==> src/rwstm_pkg.sv <==
// ----------------------------------------------------------------------------
// rwstm_pkg
// Shared constants, codes and the result bundle of the random-walk maze unit.
// ----------------------------------------------------------------------------
`default_nettype none

package rwstm_pkg;

  localparam int MAX_SIDE  = 64;
  localparam int SIDE_W    = $clog2(MAX_SIDE);
  localparam int DIM_W     = SIDE_W + 1;
  localparam int CELL_W    = 2 * SIDE_W;
  localparam int MAP_DEPTH = MAX_SIDE * MAX_SIDE;
  localparam int EPOCH_W   = 4;
  localparam int CFG_IDX_W = 2;
  localparam int CFG_W     = DIM_W;

  localparam logic [EPOCH_W-1:0] EPOCH_MAX = {EPOCH_W{1'b1}};

  localparam logic [CFG_IDX_W-1:0] REG_GRID_WIDTH  = 2'd0;
  localparam logic [CFG_IDX_W-1:0] REG_GRID_HEIGHT = 2'd1;
  localparam logic [CFG_IDX_W-1:0] REG_START_COL   = 2'd2;
  localparam logic [CFG_IDX_W-1:0] REG_START_ROW   = 2'd3;

  localparam logic OP_STEP    = 1'b0;
  localparam logic OP_RESTART = 1'b1;

  localparam logic [2:0] DIR_NORTH = 3'd0;
  localparam logic [2:0] DIR_SOUTH = 3'd1;
  localparam logic [2:0] DIR_WEST  = 3'd2;
  localparam logic [2:0] DIR_EAST  = 3'd3;

  typedef struct packed {
    logic              done_res;
    logic [CELL_W-1:0] cells_left;
    logic [SIDE_W-1:0] to_row;
    logic [SIDE_W-1:0] to_col;
    logic [SIDE_W-1:0] from_row;
    logic [SIDE_W-1:0] from_col;
    logic              carved;
    logic              moved;
  } rwstm_res_t;

endpackage

`default_nettype wire

==> src/rwstm_walker.sv <==
// ----------------------------------------------------------------------------
// rwstm_walker
// Walker sequencer: config registers, move check, visited read-modify-write.
// ----------------------------------------------------------------------------
`default_nettype none

module rwstm_walker
  import rwstm_pkg::*;
(
  input  wire logic                 clk,
  input  wire logic                 rst,
  input  wire logic                 cfg_we,
  input  wire logic [CFG_IDX_W-1:0] cfg_index,
  input  wire logic [CFG_W-1:0]     cfg_data,
  input  wire logic                 in_valid,
  output logic                      in_ready,
  input  wire logic                 in_op,
  input  wire logic [2:0]           in_dir,
  input  wire logic                 slot_free,
  output logic                      res_push,
  output rwstm_res_t                res,
  output logic                      ram_we,
  output logic      [CELL_W-1:0]    ram_waddr,
  output logic      [EPOCH_W-1:0]   ram_wdata,
  output logic                      ram_re,
  output logic      [CELL_W-1:0]    ram_raddr,
  input  wire logic [EPOCH_W-1:0]   ram_rdata
);

  typedef enum logic [2:0] {
    ST_CLEAR,
    ST_IDLE,
    ST_START,
    ST_CHECK,
    ST_REPORT
  } state_t;

  state_t             state;
  logic [DIM_W-1:0]   grid_width;
  logic [DIM_W-1:0]   grid_height;
  logic [SIDE_W-1:0]  start_col;
  logic [SIDE_W-1:0]  start_row;
  logic [DIM_W-1:0]   act_w;
  logic [DIM_W-1:0]   act_h;
  logic [SIDE_W-1:0]  walker_col;
  logic [SIDE_W-1:0]  walker_row;
  logic [SIDE_W-1:0]  next_col;
  logic [SIDE_W-1:0]  next_row;
  logic [CELL_W-1:0]  unvisited;
  logic [EPOCH_W-1:0] epoch;
  logic [CELL_W-1:0]  clr_cnt;
  logic               restart_pend;

  logic [DIM_W-1:0]   cw;
  logic [DIM_W-1:0]   ch;
  logic [SIDE_W-1:0]  sc;
  logic [SIDE_W-1:0]  sr;
  logic [2*DIM_W-1:0] area;
  logic [2*DIM_W-1:0] area_m1;
  logic               ok;
  logic [SIDE_W-1:0]  nc;
  logic [SIDE_W-1:0]  nr;
  logic               accept;
  logic               can_step;
  logic               visited;

  always_comb begin
    cw = grid_width;
    if (grid_width == '0) cw = DIM_W'(1);
    else if (grid_width > DIM_W'(MAX_SIDE)) cw = DIM_W'(MAX_SIDE);
    ch = grid_height;
    if (grid_height == '0) ch = DIM_W'(1);
    else if (grid_height > DIM_W'(MAX_SIDE)) ch = DIM_W'(MAX_SIDE);
    sc = ({1'b0, start_col} < cw) ? start_col : SIDE_W'(cw - DIM_W'(1));
    sr = ({1'b0, start_row} < ch) ? start_row : SIDE_W'(ch - DIM_W'(1));
    area    = (2*DIM_W)'(cw) * (2*DIM_W)'(ch);
    area_m1 = area - (2*DIM_W)'(1);

    ok = 1'b0;
    nc = walker_col;
    nr = walker_row;
    case (in_dir)
      DIR_NORTH: begin
        ok = (walker_row != '0);
        nr = walker_row - SIDE_W'(1);
      end
      DIR_SOUTH: begin
        ok = ({1'b0, walker_row} + DIM_W'(1)) < act_h;
        nr = walker_row + SIDE_W'(1);
      end
      DIR_WEST: begin
        ok = (walker_col != '0);
        nc = walker_col - SIDE_W'(1);
      end
      DIR_EAST: begin
        ok = ({1'b0, walker_col} + DIM_W'(1)) < act_w;
        nc = walker_col + SIDE_W'(1);
      end
      default: ok = 1'b0;
    endcase

    in_ready = (state == ST_IDLE) && slot_free;
    accept   = in_valid && in_ready;
    can_step = (in_op == OP_STEP) && (unvisited != '0) && ok;
    visited  = (ram_rdata == epoch);

    ram_re    = accept && can_step;
    ram_raddr = {nr, nc};

    ram_we    = 1'b0;
    ram_waddr = {walker_row, walker_col};
    ram_wdata = epoch;
    case (state)
      ST_CLEAR: begin
        ram_we    = 1'b1;
        ram_waddr = clr_cnt;
        ram_wdata = '0;
      end
      ST_START: ram_we = 1'b1;
      ST_CHECK: begin
        ram_we    = !visited;
        ram_waddr = {next_row, next_col};
      end
      default: ram_we = 1'b0;
    endcase

    res_push       = (state == ST_START) || (state == ST_CHECK) || (state == ST_REPORT);
    res.moved      = (state == ST_CHECK);
    res.carved     = (state == ST_CHECK) && !visited;
    res.from_col   = walker_col;
    res.from_row   = walker_row;
    res.to_col     = (state == ST_CHECK) ? next_col : walker_col;
    res.to_row     = (state == ST_CHECK) ? next_row : walker_row;
    res.cells_left = res.carved ? unvisited - CELL_W'(1) : unvisited;
    res.done_res   = (res.cells_left == '0);
  end

  always_ff @(posedge clk) begin
    if (rst) begin
      state        <= ST_CLEAR;
      grid_width   <= DIM_W'(16);
      grid_height  <= DIM_W'(16);
      start_col    <= '0;
      start_row    <= '0;
      act_w        <= DIM_W'(1);
      act_h        <= DIM_W'(1);
      walker_col   <= '0;
      walker_row   <= '0;
      unvisited    <= '0;
      epoch        <= '0;
      clr_cnt      <= '0;
      restart_pend <= 1'b0;
    end else begin
      if (cfg_we) begin
        case (cfg_index)
          REG_GRID_WIDTH:  grid_width  <= cfg_data;
          REG_GRID_HEIGHT: grid_height <= cfg_data;
          REG_START_COL:   start_col   <= cfg_data[SIDE_W-1:0];
          REG_START_ROW:   start_row   <= cfg_data[SIDE_W-1:0];
          default: ;
        endcase
      end
      case (state)
        ST_CLEAR: begin
          clr_cnt <= clr_cnt + CELL_W'(1);
          if (clr_cnt == CELL_W'(MAP_DEPTH - 1)) begin
            restart_pend <= 1'b0;
            state        <= restart_pend ? ST_START : ST_IDLE;
          end
        end
        ST_IDLE: begin
          if (accept) begin
            if (in_op == OP_RESTART) begin
              act_w      <= cw;
              act_h      <= ch;
              walker_col <= sc;
              walker_row <= sr;
              unvisited  <= area_m1[CELL_W-1:0];
              if (epoch == EPOCH_MAX) begin
                epoch        <= EPOCH_W'(1);
                clr_cnt      <= '0;
                restart_pend <= 1'b1;
                state        <= ST_CLEAR;
              end else begin
                epoch <= epoch + EPOCH_W'(1);
                state <= ST_START;
              end
            end else if (can_step) begin
              next_col <= nc;
              next_row <= nr;
              state    <= ST_CHECK;
            end else begin
              state <= ST_REPORT;
            end
          end
        end
        ST_CHECK: begin
          walker_col <= next_col;
          walker_row <= next_row;
          unvisited  <= res.cells_left;
          state      <= ST_IDLE;
        end
        default: state <= ST_IDLE;
      endcase
    end
  end

endmodule

`default_nettype wire

==> config.mk <==
export PLATFORM = sky130hd
export DESIGN_NAME = rwstm_walker
export DESIGN_NICKNAME = d
export VERILOG_FILES = /design/src/rwstm_pkg.sv /design/src/rwstm_walker.sv
export SDC_FILE = /design/constraint.sdc
export NUM_CORES = 1
export LEC_CHECK = 0
export ABC_AREA = 1
export BUFFER_PORTS_ARGS = -buffer_cell sky130_fd_sc_hd__buf_2
export CAP_MARGIN = 20
export CORE_MARGIN = 8
export CORE_UTILIZATION = 35
export DETAILED_ROUTE_END_ITERATION = 12
export PLACE_DENSITY = 0.56
export SKIP_LAST_GASP = 1
export SYNTH_ARGS = -nofsm -noshare
export SYNTH_HDL_FRONTEND = slang
export SYNTH_SLANG_ARGS = --single-unit
==> constraint.sdc <==
create_clock -name clk -period 6 [get_ports clk]
set_clock_uncertainty 0.1 [all_clocks]
set_input_delay 0.3 -clock clk [delete_from_list [all_inputs] [get_ports clk]]
set_output_delay 0.3 -clock clk [all_outputs]
set_load 0.05 [all_outputs]
==> results of run 1 <==
## cell type report
class,instances,area share
Clock buffer,10,0.0258
Tap cell,285,0.0401
Inverter,185,0.0787
Clock inverter,6,0.00563
Multi-Input combinational cell,828,0.564
Sequential cell,96,0.230
Timing Repair Buffer,96,0.0556
## state kept, by name, indices dropped and copies added (netlist names)
signal / count
act_h: 7
act_w: 7
clr_cnt: 12
epoch: 4
grid_height: 7
grid_width: 7
next_col: 6
next_row: 6
restart_pend: 1
start_col: 6
start_row: 6
state: 3
unvisited: 12
walker_col: 6
walker_row: 6
## worst max-delay path, delay by kind of cell (launching register included)
kind	cells	cell delay [ns]
buffers and inverters	5	0.64
adders and majority gates	5	2.25
DFF	1	0.34
and+or+nand+nor	11	1.15
AOI/OAI and AO/OA	2	0.40
## report_power, final
part           switching (mW)  leakage, nW  internal (mW)
logic                   0.281         3.36          0.144
clock network           0.288        0.132          0.288
registers             0.00917        0.790          0.660
total                   0.578         4.28           1.09
## logic make-up (layout without fill, tap and decap cells)
kind of cell,Yosys count,count (layout),share of synthesized area
simple gates,451,451,0.245
compound gates,242,242,0.166
fa+ha+maj,95,95,0.180
buf+inv,218,297,0.106
flops,96,96,0.259
xor+xnor,40,40,0.0444
## cell usage in the layout, fill, tap and decap left out, types with 5 or more instances in the layout
cell type / Yosys / layout
nand2_1: 212 / 212
inv_1: 177 / 177
nor2_1: 121 / 121
o21ai_0: 102 / 102
a21oi_1: 98 / 98
buf_2: 7 / 92
dfxtp_1: 84 / 84
nand3_1: 70 / 70
ha_1: 64 / 64
fa_1: 31 / 31
xor2_1: 30 / 30
nor3_1: 18 / 17
o221ai_1: 13 / 13
nand4_1: 13 / 13
edfxtp_1: 12 / 12
xnor2_1: 10 / 10
clkbuf_16: 0 / 9
a31oi_1: 8 / 8
o21ai_1: 7 / 7
inv_2: 5 / 5
## per-layer routing
layer | part of all wire | vias to the layer above
met5 | 0 | -
met4 | 0.021 | 0
met3 | 0.052 | 34
met2 | 0.46 | 207
met1 | 0.47 | 3481
li1 | - | 3875
## stage by stage
stage          hold WS, ns  worst slack, ns
6_report             0.129             1.04
3_3_place_gp         0.353             1.10
4_1_cts              0.123             1.01
3_5_place_dp         0.356             1.02
5_1_grt              0.154            0.504
2_1_floorplan        0.326             1.60
## worst min path at each step
stage	from	to	slack [ns]	depth (start not counted)
floorplan	cfg_data[4]	grid_width[4]	0.33	2
global placement	act_h[0]	act_h[0]	0.35	2
detailed placement	act_h[6]	act_h[6]	0.36	2
CTS	cfg_data[4]	grid_height[4]	0.12	3
global route	cfg_data[3]	grid_width[3]	0.15	3
finish	cfg_data[4]	grid_height[4]	0.13	3
==> results.py, run 1 <==
metrics = {
    "outcome": {
        "status": "completed",
    },
    "grt": {
        "top_usage_layer": "met2",
        "grt_pass1_vias": 7295,
        "met2_usage": 0.274,
        "grt_overflow": 0,
        "antenna_found_initial": 0,
        "grt_max_degree": 62,
        "grt_usage": 0.167,
        "grt_util_met3": 0.0311,
        "grt_pass1_wl_mm": 38.0,
        "met1_usage": 0.219,
    },
    "power_and_ir_drop": {
        "p_per_area_nw_per_um2": 188,
        "ir_drop_mv": 0.129,
        "cellLeakagePower_nw": 4.28,
        "finalPower_mw": 1.67,
    },
    "critical_path": {
        "critical_path.cell_chain": "inv_1 > nand2_1 > o21ai_0 > nand2_1 > inv_1 > nand2_1 > ha_1 > fa_1 > inv_1 > fa_1 > inv_1 > fa_1 > inv_1 > ha_1 > nand2_1 > nor2_1 > nand2_1 > nor2_1 > nand3b_1 > nand2_1 > nand3_1 > nand3_1 > a21oi_1",
        "worstSetupStartpoint": "grid_width[6]",
        "cp_data_required_time_ns": 6.18,
        "r2r_cells": 23,
        "worstSetupPathType": "reg2reg",
        "endpoint": "unvisited[11]",
        "critPathMaxStageDelay_ns": 0.54,
        "rrSetupSlack_ns": 1.04,
        "arrival_ns": 5.15,
        "r2r_end": "unvisited[11]",
        "cp_slowest_cell": "fa_1",
        "cpMostUsedCell": "nand2_1",
        "r2r-start": "grid_width[6]",
        "cp_max_fo": 13,
        "worst_setup_path_end_kind": "flip-flop",
        "startpoint_type": "flip-flop",
    },
    "clock_tree": {
        "cts_made_buffers": 9,
        "cts.htree.levels": 3,
        "clk_latency_ns": 0.36,
        "hold_buffers": 0,
        "cts_tree": "done",
        "postCtsSetupRepairBufs": 0,
        "cts_resized": 0,
        "path_clk_slew_ns": 0.07,
        "clock_path_buffers": 2,
        "cts_root_buffer": "clkbuf_16",
        "cts_sinks": 96,
    },
    "synth": {
        "synth_cells": 1142,
        "synth_edf_count": 12,
        "syn_nets": 1259,
        "synth_commonest_cells": "nand2_1 (212), inv_1 (177), nor2_1 (121), o21ai_0 (102), a21oi_1 (98)",
        "synth_top_area_share": 0.213,
        "synthMostInstantiatedCell": "nand2_1",
        "synth_top_cell_by_area": "dfxtp_1",
        "yosys-top-cells-area": "dfxtp_1 (21%), ha_1 (10%), nand2_1 (10%), inv_1 (8.4%), fa_1 (7.9%)",
        "yosysWarnings": 0,
        "ys.flop_type": "dfxtp_1",
        "synth-seq-area-share": 0.259,
        "ys_types": 41,
        "synthesis.area_um2": 7890,
        "synthArstFlopShare": 0,
        "syn_avg_cell_area_um2": 6.91,
        "ys_ff_latch": 96,
    },
    "floorplan": {
        "io_pins": 93,
        "die_h_um": 166,
        "die-area_um2": 27600,
        "initial_core_util": 0.353,
        "die_w_um": 166,
        "rows": 55,
        "core_area_um2": 22400,
    },
    "route": {
        "ant_nets": 0,
        "viasPerCell": 5.04,
        "vias": 7597,
        "drtPass1Iterations": 6,
        "wire_per_inst_um": 15.5,
        "first_iter_violations": 603,
        "drcViolationCount": 0,
        "wl_mm": 23.3,
    },
    "placed_design": {
        "hpwl_mm": 18.3,
        "dp.cells": 1489,
        "gp_congestion": 0.875,
        "placement.cell_area_um2": 8590,
        "port_buffers": 92,
    },
    "sta": {
        "setup_violations": 0,
        "slew_headroom": 0.387,
        "rsz0062_at_grt": "false",
        "period_needed_ns": 4.96,
        "period_share": 0.827,
        "max_freq_mhz": 201,
        "final.setup.tns_ns": 0,
        "drv_slew": 0,
        "hold_viol_final": 0,
        "worst_pin_slew_ns": 0.918,
    },
    "run": {
        "drv_cap": 0,
    },
    "finish": {
        "fin_area_um2": 8880,
        "instances_no_fill": 1506,
        "drive_above_1_share": 0.106,
        "nets": 1333,
        "finalCoreUtilization": 0.397,
        "regArea_um2": 2040,
        "syn_to_final_growth_pct": 12.6,
        "num_antenna_cells": 0,
        "n_fill_cell": 2385,
        "multi_input_area_um2": 5010,
    },
    "hold_path": {
        "hp-class": "in2reg",
    },
}
No activity file was read; power rests on OpenSTA's default activity.
==> run 2, diff against run 1 <==
--- a/config.mk
+++ b/config.mk
@@ -11,7 +11,7 @@
 export CORE_MARGIN = 8
 export CORE_UTILIZATION = 35
 export DETAILED_ROUTE_END_ITERATION = 12
-export PLACE_DENSITY = 0.56
+export PLACE_DENSITY = 0.58
 export SKIP_LAST_GASP = 1
 export SYNTH_ARGS = -nofsm -noshare
 export SYNTH_HDL_FRONTEND = slang
==> constraint.sdc (replaced) <==
create_clock -name clk -period 4 [get_ports clk]
set_clock_uncertainty 0.1 [all_clocks]
set_input_delay 0.2 -clock clk [delete_from_list [all_inputs] [get_ports clk]]
set_output_delay 0.2 -clock clk [all_outputs]
set_load 0.05 [all_outputs]
==> results.py, run 2 (synthesis results as in run 1) <==
metrics = {
    "outcome": {
        "status": "complete, but fails checks",
        "violations": "setup timing",
    },
    "route": {
        "drcViolationCount": 0,
        "vias": 7867,
        "wire_per_inst_um": 14.9,
        "viasPerCell": 4.95,
        "drtPass1Iterations": 7,
        "ant_nets": 0,
        "wl_mm": 23.6,
        "first_iter_violations": 548,
    },
    "clock_tree": {
        "cts_made_buffers": 9,
        "cts_sinks": 96,
        "cts.htree.levels": 3,
        "cts_tree": "done",
        "path_clk_slew_ns": 0.08,
        "clk_latency_ns": 0.36,
        "cts_root_buffer": "clkbuf_16",
        "hold_buffers": 0,
        "clock_path_buffers": 2,
    },
    "sta": {
        "final.setup.tns_ns": -0.898,
        "max_freq_mhz": 238,
        "period_needed_ns": 4.21,
        "drv_slew": 0,
        "period_share": 1.05,
        "hold_viol_final": 0,
        "rsz0062_at_grt": "true",
        "setup_violations": 6,
        "setup_ws_ns": -0.210,
        "worst_pin_slew_ns": 0.814,
        "slew_headroom": 0.457,
    },
    "placed_design": {
        "gp_congestion": 0.910,
        "port_buffers": 92,
        "preCtsSetupSlack_ns": -0.314,
        "hpwl_mm": 18.9,
    },
    "finish": {
        "drive_above_1_share": 0.211,
        "syn_to_final_growth_pct": 24.6,
        "final_cell_mix": "nand2_1 (201), inv_1 (173), nor2_1 (106)",
        "final_common_cell": "nand2_1",
        "nets": 1416,
        "num_antenna_cells": 0,
        "reg_top3": "clr_cnt: 12 flops, unvisited: 12 flops",
    },
    "critical_path": {
        "worst_setup_path_end_kind": "flip-flop",
        "worstSetupPathType": "reg2reg",
        "cp_max_fo": 4,
        "rrSetupSlack_ns": -0.21,
        "arrival_ns": 4.40,
        "critical_path.cell_chain": "nor2_4 > nand3_2 > nand2_4 > nand2_4 > inv_4 > nand3_2 > fa_1 > fa_1 > inv_1 > fa_1 > inv_2 > fa_1 > inv_2 > ha_4 > nand2_4 > nor2_4 > nand2_1 > nor2_1 > nand3b_1 > nand2_1 > nand3_1 > nand3_1 > a21oi_1",
        "critPathMaxStageDelay_ns": 0.50,
        "startpoint_type": "flip-flop",
        "cpMostUsedCell": "fa_1",
        "cp_data_required_time_ns": 4.19,
        "cp_slowest_cell": "fa_1",
    },
    "power_and_ir_drop": {
        "power_switching_mw": 0.946,
        "internal-power_mw": 1.86,
        "p_per_area_nw_per_um2": 285,
        "pwr-share-comb": 0.308,
        "ir_drop_mv": 0.183,
        "cellLeakagePower_nw": 4.72,
        "seq_power_share": 0.357,
        "pwr-share-clk": 0.334,
        "p_sw_frac": 0.337,
    },
    "grt": {
        "antenna_found_initial": 0,
        "met2_usage": 0.295,
        "grt_pass1_vias": 7670,
        "grt_max_degree": 50,
        "top_usage_layer": "met2",
        "met1_usage": 0.222,
        "grt_pass1_wl_mm": 39.4,
        "grt_usage": 0.171,
        "grt_overflow": 0,
        "grt_util_met3": 0.0223,
    },
    "floorplan": {
        "rows": 55,
        "initial_core_util": 0.353,
        "io_pins": 93,
        "die_w_um": 166,
        "core_area_um2": 22400,
        "die_h_um": 166,
        "die-area_um2": 27600,
    },
    "hold_path": {
        "hp-class": "in2reg",
    },
    "run": {
        "drv_cap": 0,
    },
}
-- run 2: cell types whose count changed in the layout (fill, tap and decap cells not counted), moves of 7 or more --
| cell | delta |
|---|---|
| buf_4 | +84 |
| dfxtp_1 | -10 |
| dfxtp_2 | +10 |
| ha_1 | -8 |
| ha_4 | +7 |
| nand2_1 | -11 |
| nor2_1 | -15 |
| nor2_2 | +7 |
| nor2_4 | +8 |
-- run 2: worst max-delay path: cells and delay by family (launching register included) --
kind / cells / cell delay (ns)
AND/OR/NAND/NOR: 13 / 1.12
adder cells (fa/ha/maj): 5 / 2.26
flip-flops: 1 / 0.34
AO/OA/AOI/OAI: 1 / 0.12
buffers and inverters: 4 / 0.19
-- run 2: per-stage QoR --
stage,util,area [um2],hold WS [ns],power (mW),instances
after floorplan,-,8030,0.226,1.56,1142
after global placement,0.416,9300,0.355,1.81,1566
after global routing,0.440,9830,0.0505,2.97,1589
final,0.440,9830,0.0280,2.81,1589
after CTS,0.437,9780,0.0261,2.80,1587
after detailed placement,0.416,9300,0.357,1.82,1566
-- run 2: area by class of cell --
class,instances,area [um2]
fillers,2320,12500
repair buffers,179,1110
inverters,185,703
well taps,285,357
multi-input cells,828,5290
flip-flops and latches,96,2050
clock buffers,9,225
clock inverters,7,85.1
-- run 2: final timing paths --
path / from / endpoint / cells past startpoint
worst max-delay path: grid_width[1] / unvisited[11] / 23
worst min-delay path: cfg_data[4] / grid_height[4] / 3
worst max register to register: grid_width[1] / unvisited[11] / 23
worst min register to register: act_h[6] / act_h[6] / 2
-- run 2: per-layer routing --
layer | routed length (um) | part of all wire | vias to the layer above
met3 | 749 | 0.032 | 21
met1 | 11200 | 0.47 | 3674
met2 | 11400 | 0.48 | 127
li1 | - | - | 4045
met5 | 0 | 0 | -
met4 | 263 | 0.011 | 0
-- run 2: timing repair --
| action | in CTS | in global routing |
|---|---|---|
| pin swaps | 28 | 17 |
| cloned | 0 | 0 |
| setup endpoints to repair | 7 | 8 |
| gates resized for setup | 31 | 13 |
| buffers inserted | 5 | 2 |
| hold endpoints to repair | 0 | 0 |
-- run 2: power groups by stage --
stage          Clock (mW)  Sequential (mW)  Combinational [mW]
6_report            0.938             1.00               0.864
5_1_grt             0.987             1.00               0.980
4_1_cts             0.951             1.00               0.847
3_5_place_dp            0             1.02               0.801
3_3_place_gp            0             1.02               0.791
2_1_floorplan           0             1.02               0.535
